$ cat src/hdl/b64u_pkg.sv
// ----------------------------------------------------------------------------
// b64u_pkg
// Shared types, codes and alphabet helpers for the unpadded URL-safe base64
// stream codec.
// ----------------------------------------------------------------------------
package b64u_pkg;

   // configuration register indexes
   localparam logic [0:0] CSR_DIRECTION = 1'd0;
   localparam logic [0:0] CSR_MAX_OUT   = 1'd1;

   // direction codes
   localparam logic DIR_ENCODE = 1'b0;
   localparam logic DIR_DECODE = 1'b1;

   // position inside a three-byte / four-character group
   localparam logic [1:0] PHASE_0 = 2'd0;
   localparam logic [1:0] PHASE_1 = 2'd1;
   localparam logic [1:0] PHASE_2 = 2'd2;
   localparam logic [1:0] PHASE_3 = 2'd3;

   localparam int unsigned OUT_COUNT_BITS = 16;

   // alphabet edges
   localparam logic [7:0] CHAR_UPPER_A = 8'h41;
   localparam logic [7:0] CHAR_UPPER_Z = 8'h5a;
   localparam logic [7:0] CHAR_LOWER_A = 8'h61;
   localparam logic [7:0] CHAR_LOWER_Z = 8'h7a;
   localparam logic [7:0] CHAR_DIGIT_0 = 8'h30;
   localparam logic [7:0] CHAR_DIGIT_9 = 8'h39;
   localparam logic [7:0] CHAR_DASH    = 8'h2d;
   localparam logic [7:0] CHAR_UNDER   = 8'h5f;

   // one result item
   typedef struct packed {
      logic [7:0]                data;
      logic                      has_data;
      logic                      last;
      logic [OUT_COUNT_BITS-1:0] count;
   } result_type;

   // results produced by one input item, at most two
   typedef struct packed {
      logic [1:0] num;
      result_type r0;
      result_type r1;
   } push_type;

   typedef struct packed {
      logic       ok;
      logic [5:0] val;
   } sixbit_type;

   // six-bit value to alphabet character
   function automatic logic [7:0] sixbit_to_char(input logic [5:0] v);
      logic [7:0] c;
      if (v < 6'd26) begin
         c = CHAR_UPPER_A + {2'b00, v};
      end else if (v < 6'd52) begin
         c = CHAR_LOWER_A + {2'b00, v - 6'd26};
      end else if (v < 6'd62) begin
         c = CHAR_DIGIT_0 + {2'b00, v - 6'd52};
      end else if (v == 6'd62) begin
         c = CHAR_DASH;
      end else begin
         c = CHAR_UNDER;
      end
      return c;
   endfunction

   // alphabet character to six-bit value, ok low outside the alphabet
   function automatic sixbit_type char_to_sixbit(input logic [7:0] c);
      sixbit_type s;
      logic [7:0] d;
      s = '0;
      d = '0;
      if (c >= CHAR_UPPER_A && c <= CHAR_UPPER_Z) begin
         d = c - CHAR_UPPER_A;
         s.ok = 1'b1;
      end else if (c >= CHAR_LOWER_A && c <= CHAR_LOWER_Z) begin
         d = c - CHAR_LOWER_A + 8'd26;
         s.ok = 1'b1;
      end else if (c >= CHAR_DIGIT_0 && c <= CHAR_DIGIT_9) begin
         d = c - CHAR_DIGIT_0 + 8'd52;
         s.ok = 1'b1;
      end else if (c == CHAR_DASH) begin
         d = 8'd62;
         s.ok = 1'b1;
      end else if (c == CHAR_UNDER) begin
         d = 8'd63;
         s.ok = 1'b1;
      end
      s.val = d[5:0];
      return s;
   endfunction

endpackage

$ cat src/hdl/base64url_stream_codec_core.sv
// ----------------------------------------------------------------------------
// base64url_stream_codec_core
// Unpadded URL-safe base64 stream codec, encode or decode by register.
// ----------------------------------------------------------------------------
// An accepted item passes through the input register and then the result
// queue before its first result is on rsp. Throughput: one item per cycle
// while items give one result each and rsp is not stalled; an item that gives
// two results holds the result channel longer. Reset is synchronous and
// clears message state, the queue, and sets direction to encode and
// max_out_bytes to 65535.
module base64url_stream_codec_core #(
   parameter int COUNT_BITS = 16
) (
   input  logic        clock,
   input  logic        reset,
   input  logic        req_valid,
   output logic        req_stall,
   input  logic [7:0]  req_in_byte,
   input  logic        req_in_last,
   output logic        rsp_valid,
   input  logic        rsp_stall,
   output logic [7:0]  rsp_out_data,
   output logic        rsp_out_has_data,
   output logic        rsp_out_last,
   output logic [15:0] rsp_out_count,
   input  logic        csr_wr_en,
   input  logic [0:0]  csr_index,
   input  logic [15:0] csr_wr_data
);
   import b64u_pkg::*;

   logic        direction_ff;
   logic [15:0] max_out_ff;
   logic        in_valid_ff, in_valid_in;
   logic [7:0]  in_byte_ff;
   logic        in_last_ff;
   logic        room;
   logic        fire;
   logic        accept;
   push_type    push;
   result_type  rsp_item;

   // configuration registers
   always_ff @(posedge clock) begin
      if (reset) begin
         direction_ff <= DIR_ENCODE;
         max_out_ff   <= 16'hffff;
      end else if (csr_wr_en) begin
         unique case (csr_index)
            CSR_DIRECTION: direction_ff <= csr_wr_data[0];
            CSR_MAX_OUT:   max_out_ff   <= csr_wr_data;
            default:       ;
         endcase
      end
   end

   // input register, drained when the queue has two free slots
   assign fire        = in_valid_ff && room;
   assign req_stall   = in_valid_ff && !room;
   assign accept      = req_valid && !req_stall;
   assign in_valid_in = accept || (in_valid_ff && !fire);

   always_ff @(posedge clock) begin
      if (reset) begin
         in_valid_ff <= 1'b0;
      end else begin
         in_valid_ff <= in_valid_in;
      end
   end

   always_ff @(posedge clock) begin
      if (accept) begin
         in_byte_ff <= req_in_byte;
         in_last_ff <= req_in_last;
      end
   end

   b64u_step #(
      .COUNT_BITS(COUNT_BITS)
   ) u_step (
      .clock         (clock),
      .reset         (reset),
      .fire          (fire),
      .in_byte       (in_byte_ff),
      .in_last       (in_last_ff),
      .direction     (direction_ff),
      .max_out_bytes (max_out_ff),
      .push          (push)
   );

   b64u_rsp_queue u_queue (
      .clock     (clock),
      .reset     (reset),
      .push      (push),
      .push_en   (fire),
      .room      (room),
      .rsp_valid (rsp_valid),
      .rsp_stall (rsp_stall),
      .rsp_item  (rsp_item)
   );

   assign rsp_out_data     = rsp_item.data;
   assign rsp_out_has_data = rsp_item.has_data;
   assign rsp_out_last     = rsp_item.last;
   assign rsp_out_count    = rsp_item.count;

endmodule

$ cat src/hdl/b64u_step.sv
// ----------------------------------------------------------------------------
// b64u_step
// Message state and the per-item encode / decode logic. One item is handled
// in the cycle it fires and yields up to two result items.
// ----------------------------------------------------------------------------
module b64u_step #(
   parameter int COUNT_BITS = 16
) (
   input  logic                clock,
   input  logic                reset,
   input  logic                fire,
   input  logic [7:0]          in_byte,
   input  logic                in_last,
   input  logic                direction,
   input  logic [15:0]         max_out_bytes,
   output b64u_pkg::push_type  push
);
   import b64u_pkg::*;

   localparam int CMP_W = (COUNT_BITS > OUT_COUNT_BITS) ? COUNT_BITS : OUT_COUNT_BITS;

   logic [1:0]            phase_ff, phase_in;
   logic [5:0]            held_ff, held_in;
   logic                  stopped_ff, stopped_in;
   logic [COUNT_BITS-1:0] count_ff, count_in;

   logic [COUNT_BITS-1:0] count_p1, count_p2;
   logic [CMP_W-1:0]      cur_w, p1_w, p2_w, max_w;
   logic [1:0]            enc_phase;
   sixbit_type            dec;

   // saturating counts for the first and second data result
   always_comb begin
      count_p1 = (count_ff == '1) ? count_ff : count_ff + 1'b1;
      count_p2 = (count_p1 == '1) ? count_p1 : count_p1 + 1'b1;
      cur_w    = CMP_W'(count_ff);
      p1_w     = CMP_W'(count_p1);
      p2_w     = CMP_W'(count_p2);
      max_w    = CMP_W'(max_out_bytes);
   end

   assign enc_phase = (phase_ff == PHASE_3) ? PHASE_0 : phase_ff;
   assign dec       = char_to_sixbit(in_byte);

   // next state and results
   always_comb begin
      phase_in   = phase_ff;
      held_in    = held_ff;
      stopped_in = stopped_ff;
      count_in   = count_ff;
      push       = '0;
      push.r0.count = p1_w[OUT_COUNT_BITS-1:0];
      push.r1.count = p2_w[OUT_COUNT_BITS-1:0];

      if (direction == DIR_ENCODE) begin
         push.num         = 2'd1;
         push.r0.has_data = 1'b1;
         push.r1.has_data = 1'b1;
         case (enc_phase)
            PHASE_1: begin
               push.r0.data = sixbit_to_char(held_ff | {2'b00, in_byte[7:4]});
               held_in      = {in_byte[3:0], 2'b00};
               phase_in     = PHASE_2;
            end
            PHASE_2: begin
               push.r0.data = sixbit_to_char(held_ff | {4'b0000, in_byte[7:6]});
               push.r1.data = sixbit_to_char(in_byte[5:0]);
               push.num     = 2'd2;
               held_in      = '0;
               phase_in     = PHASE_0;
            end
            default: begin
               push.r0.data = sixbit_to_char(in_byte[7:2]);
               held_in      = {in_byte[1:0], 4'b0000};
               phase_in     = PHASE_1;
            end
         endcase
         // flush the partial group, or mark the final character
         if (in_last) begin
            if (phase_in != PHASE_0) begin
               push.r1.data = sixbit_to_char(held_in);
               push.r1.last = 1'b1;
               push.num     = 2'd2;
            end else begin
               push.r1.last = 1'b1;
            end
         end
         count_in = (push.num == 2'd2) ? count_p2 : count_p1;
      end else begin
         // decode one character
         if (!stopped_ff) begin
            if (!dec.ok) begin
               stopped_in = 1'b1;
            end else if (phase_ff == PHASE_0) begin
               held_in  = dec.val;
               phase_in = PHASE_1;
            end else if (cur_w >= max_w) begin
               stopped_in = 1'b1;
            end else begin
               case (phase_ff)
                  PHASE_1: begin
                     push.r0.data = {held_ff, dec.val[5:4]};
                     held_in      = {2'b00, dec.val[3:0]};
                     phase_in     = PHASE_2;
                  end
                  PHASE_2: begin
                     push.r0.data = {held_ff[3:0], dec.val[5:2]};
                     held_in      = {4'b0000, dec.val[1:0]};
                     phase_in     = PHASE_3;
                  end
                  default: begin
                     push.r0.data = {held_ff[1:0], dec.val};
                     held_in      = '0;
                     phase_in     = PHASE_0;
                  end
               endcase
               push.num         = 2'd1;
               push.r0.has_data = 1'b1;
               push.r0.last     = in_last;
               count_in         = count_p1;
               if (p1_w >= max_w) begin
                  stopped_in = 1'b1;
               end
            end
         end
         // end marker when the final character gave no byte
         if (in_last && push.num == 2'd0) begin
            push.num      = 2'd1;
            push.r0.data  = '0;
            push.r0.last  = 1'b1;
            push.r0.count = cur_w[OUT_COUNT_BITS-1:0];
         end
      end

      // message end clears the group state
      if (in_last) begin
         phase_in   = PHASE_0;
         held_in    = '0;
         stopped_in = 1'b0;
         count_in   = '0;
      end
   end

   // state registers
   always_ff @(posedge clock) begin
      if (reset) begin
         phase_ff   <= PHASE_0;
         held_ff    <= '0;
         stopped_ff <= 1'b0;
         count_ff   <= '0;
      end else if (fire) begin
         phase_ff   <= phase_in;
         held_ff    <= held_in;
         stopped_ff <= stopped_in;
         count_ff   <= count_in;
      end
   end

`ifndef SYNTHESIS
   // encoding always yields at least one character
   a_enc_nonempty: assert property (@(posedge clock) disable iff (reset)
      fire && direction == DIR_ENCODE |-> push.num != 2'd0)
      else $error("encode item produced no result");

   // a message end leaves clean group state behind
   a_msg_clear: assert property (@(posedge clock) disable iff (reset)
      fire && in_last |=> phase_ff == PHASE_0 && count_ff == '0 && !stopped_ff)
      else $error("state not cleared at message end");
`endif

endmodule

$ cat src/hdl/b64u_rsp_queue.sv
// ----------------------------------------------------------------------------
// b64u_rsp_queue
// Four-entry result queue. Takes up to two result items per cycle and
// presents one item per cycle on the result channel while rsp_stall is low.
// ----------------------------------------------------------------------------
module b64u_rsp_queue (
   input  logic                  clock,
   input  logic                  reset,
   input  b64u_pkg::push_type    push,
   input  logic                  push_en,
   output logic                  room,
   output logic                  rsp_valid,
   input  logic                  rsp_stall,
   output b64u_pkg::result_type  rsp_item
);
   import b64u_pkg::*;

   result_type entry_ff [4];
   logic [1:0] wr_ptr_ff, wr_ptr_in;
   logic [1:0] rd_ptr_ff, rd_ptr_in;
   logic [2:0] cnt_ff, cnt_in;
   logic [1:0] num;
   logic       pop;

   assign room      = (cnt_ff <= 3'd2);
   assign rsp_valid = (cnt_ff != 3'd0);
   assign rsp_item  = entry_ff[rd_ptr_ff];
   assign pop       = rsp_valid && !rsp_stall;
   assign num       = push_en ? push.num : 2'd0;

   // pointer and fill arithmetic
   always_comb begin
      wr_ptr_in = wr_ptr_ff + num;
      rd_ptr_in = rd_ptr_ff + {1'b0, pop};
      cnt_in    = cnt_ff + {1'b0, num} - {2'b00, pop};
   end

   always_ff @(posedge clock) begin
      if (reset) begin
         wr_ptr_ff <= '0;
         rd_ptr_ff <= '0;
         cnt_ff    <= '0;
      end else begin
         wr_ptr_ff <= wr_ptr_in;
         rd_ptr_ff <= rd_ptr_in;
         cnt_ff    <= cnt_in;
      end
   end

   // entry storage
   always_ff @(posedge clock) begin
      if (num != 2'd0) begin
         entry_ff[wr_ptr_ff] <= push.r0;
      end
      if (num == 2'd2) begin
         entry_ff[wr_ptr_ff + 2'd1] <= push.r1;
      end
   end

`ifndef SYNTHESIS
   // fill level never passes the depth
   a_no_overflow: assert property (@(posedge clock) disable iff (reset)
      cnt_ff <= 3'd4)
      else $error("result queue overflow");

   // items are pushed only when two slots are free
   a_push_room: assert property (@(posedge clock) disable iff (reset)
      num != 2'd0 |-> cnt_ff <= 3'd2)
      else $error("push without room");
`endif

endmodule
$ cat config.mk
export PLATFORM = sky130hd
export DESIGN_NAME = base64url_stream_codec_core
export DESIGN_NICKNAME = d
export VERILOG_FILES = /design/src/hdl/b64u_pkg.sv /design/src/hdl/base64url_stream_codec_core.sv /design/src/hdl/b64u_step.sv /design/src/hdl/b64u_rsp_queue.sv
export SDC_FILE = /design/constraint.sdc
export NUM_CORES = 1
export LEC_CHECK = 0
export BUFFER_PORTS_ARGS = -buffer_cell sky130_fd_sc_hd__buf_2
export CORE_UTILIZATION = 35
export DETAILED_ROUTE_END_ITERATION = 8
export GPL_ROUTABILITY_DRIVEN = 0
export SYNTH_ARGS = -nofsm -noshare
export SYNTH_HDL_FRONTEND = slang
export SYNTH_HIERARCHICAL = 1
export SYNTH_SLANG_ARGS = --single-unit
$ cat constraint.sdc
create_clock -name clock -period 5.1 [get_ports clock]
set_input_delay 0.255 -clock clock [delete_from_list [all_inputs] [get_ports clock]]
set_output_delay 0.255 -clock clock [all_outputs]
set_load 0.02 [all_outputs]
==> run metrics <==
status=finished, final reports clean; Arrival @ worst endpoint=4860 ps; setup TNS=0 ps; Setup Viol. Count Final=0; Design Power=0.004143 W; Worst Path Max Fanout=13; Tmin final=4511 ps; #FFs+latches synth=163; Multi-input gate area=7890 um2; io pins=59; layout cells sized above 1=21.90%; Die Y-Extent=194.2 um; first-pass GRT wire length=56.21 mm; Placeable Area=36430 um2; Setup crit start kind=register; register area share after synthesis=33.99%; Fin. Hold Viols=0; main flop type after synthesis=edfxtp_1; DP HPWL=25.64 mm; num rows=70; Iter 0 DRT Violations=1126; EDFF count, synth=113; Clock Tree Buf Depth=2; vias per cell=5.754; delay of the slowest critical-path stage=640 ps; synthesized instance count=1302; CP Capture Type=register; Synth async-reset ratio=0%; antenna cells=0; WS Path Type=register to register; Syn Nets=1421; fin nets=1453; Reg clk slew, reported paths=70 ps; Power Dens Cells=290.0 nW/um2; detailed-router iteration count before antenna repair=6; Slew @ Worst Pin=1036 ps; FILL cells=3649; Clock Latency Late Sink=440 ps; Top delay family on crit path=compound AO/OA/AOI/OAI gates; highest clock rate=0.2217 GHz; Worst Skew=15.74 ps; Syn. warnings=6; number of gates resized after CTS=0; Final ANT Viol Nets=0; crit share post-route=88.46%; CTS sink count=163; Worst Path Buf+Inv=1; max-capacitance violation count=0; P_leak=5.700 nW; max-slew violation count=0; Post-CTS Setup Bufs=0; CP Cell Sequence=inv_1 -> ha_1 -> nand2b_1 -> o311ai_1 -> or2_2 -> a41oi_2 -> o211ai_1 -> a21oi_1 -> nand2_1 -> xnor2_1 -> ha_1 -> fa_1 -> xor2_1 -> and2_1 -> nor3_1; Initial Util=35.48%; vias in the first global route=9937; vias=10.44k; Hold/Removal Path Class=input port to register; relative slew slack=30.93%; Root Buffer=clkbuf_16; # port buffers=58; Peak VDD IR=0.2337 mV; Syn-to-layout area delta=10.53%; WL final=35.72 mm; Remaining Overflow, GRT=0; Tot GR Track Use=18.80%; die width=194.2 um; RSZ-0062 raised after global routing=false; initial antenna violation count=1; DRC viols=0; CP required=5450 ps; Slowest-stage cell, CP=edfxtp_1; synthesized cell area=12930 um2; CTS tree=done; FF/Latch Area=4397 um2; die area=37700 um2; Wirelength per Cell=19.68 um; Distinct cells, synth=96; most frequent CP cell=ha_1; largest net degree at the start of global routing=48; total CTS buffers=17; htree depth=4; syn avg cell area=9.928 um2
through the flow:
step	worst slack (ps)	hold WS [ps]	cell area, um2	utilization [%]	std cells
after detailed placement	661.7	433.1	13640	37.45	1774
after global placement	857.6	434.5	13640	37.45	1774
after global routing	299.1	72.95	14290	39.21	1815
final	588.6	80.16	14290	39.21	1815
after CTS	644.1	56.97	14290	39.21	1815
after floorplan	636.2	353.9	12930	-	1302
cells by family (layout without fill, tap and decap cells):
kind of cell / count (synthesis) / in the layout / share of synthesized area [%]
DFF: 163 / 163 / 33.99
adders and majority gates: 88 / 88 / 8.576
xor gates and xnor gates: 89 / 89 / 6.030
muxes: 150 / 150 / 15.20
and+or+nand+nor: 376 / 376 / 15.54
buffers and inverters: 149 / 194 / 4.985
AOI/OAI and AO/OA: 287 / 287 / 15.68
cells in the mapped netlist (25+ instances only):
cell type / n / area share [%]
nor2_1: 78 / 2.3
edfxtp_1: 113 / 26
nand2_1: 101 / 2.9
xnor2_1: 58 / 3.9
inv_1: 57 / 1.7
ha_1: 87 / 8.4
nor3_1: 25 / 0.97
nand3_1: 27 / 1.0
a21oi_1: 56 / 2.2
clkbuf_1: 50 / 1.5
xor2_1: 31 / 2.1
mux4_2: 26 / 4.5
dfxtp_1: 50 / 7.7
and3_1: 26 / 1.3
mux2_2: 106 / 9.2
o21ai_0: 48 / 1.9
per-layer routing:
| layer | vias up | global-route usage, % | part of all wire (%) |
|---|---|---|---|
| met5 | - | 0 | 0.048 |
| met4 | 2 | 4.262 | 1.5 |
| met3 | 41 | 2.644 | 5.0 |
| met2 | 346 | 29.32 | 45 |
| met1 | 5121 | 27.37 | 49 |
| li1 | 4934 | - | - |
timing repair:
action / in CTS / in global routing
setup endpoints to repair: 0 / 0
hold buffers: 9 / 0
hold endpoints to repair: 9 / 0
flip-flops by register name, indices dropped and copies added, names as in the netlist, 2 cells and up:
| signal | cells |
|---|---|
| u_queue/entry_ff | 104 |
| max_out_ff | 16 |
| u_step/count_ff | 16 |
| in_byte_ff | 8 |
| u_step/held_ff | 6 |
| u_queue/cnt_ff | 3 |
| u_queue/rd_ptr_ff | 2 |
| u_queue/wr_ptr_ff | 2 |
| u_step/phase_ff | 2 |
worst paths after layout:
kind | cells after the start | from | end | slack (ps)
worst min register to register | 1 | max_out_ff[4]$_SDFFE_PP1P_ | max_out_ff[4]$_SDFFE_PP1P_ | 460
worst max-delay path | 15 | in_byte_ff[4]$_DFFE_PP_ | u_queue/cnt_ff[2]$_SDFF_PP0_ | 590
worst max register to register | 15 | in_byte_ff[4]$_DFFE_PP_ | u_queue/cnt_ff[2]$_SDFF_PP0_ | 590
worst min-delay path | 2 | req_valid | in_valid_ff$_SDFF_PP0_ | 80
layout by cell type (no fill, tap or decap), drive strengths merged, types with 13 or more instances in the layout:
master,instances
nor2b,15
nand4,24
xnor2,58
dfxtp,50
mux4,26
xor2,31
ha,87
nand3,29
a211o,20
nand2,102
o21ai,51
nor2,81
edfxtp,113
clkbuf,20
buf,91
mux2i,17
a21oi,58
inv,63
and2,16
mux2,107
a31oi,17
nor3,25
a211oi,13
and3,26
cell type report:
type | count | share of cell area [%]
tap | 468 | 4.098
multi-input combinational | 990 | 55.22
inverter | 62 | 1.629
clock inverter | 12 | 0.6831
clock buffer | 20 | 3.196
timing repair buffer | 100 | 4.396
sequential | 163 | 30.77
power by group:
group / leakage [nW] / total (W) / switching [W] / internal (W)
registers: 1.47 / 0.00164 / 0.000114 / 0.00153
clock network: 0.263 / 0.00124 / 0.000581 / 0.000659
logic: 3.97 / 0.00126 / 0.000726 / 0.000536
(Power assumes the default switching activity.)
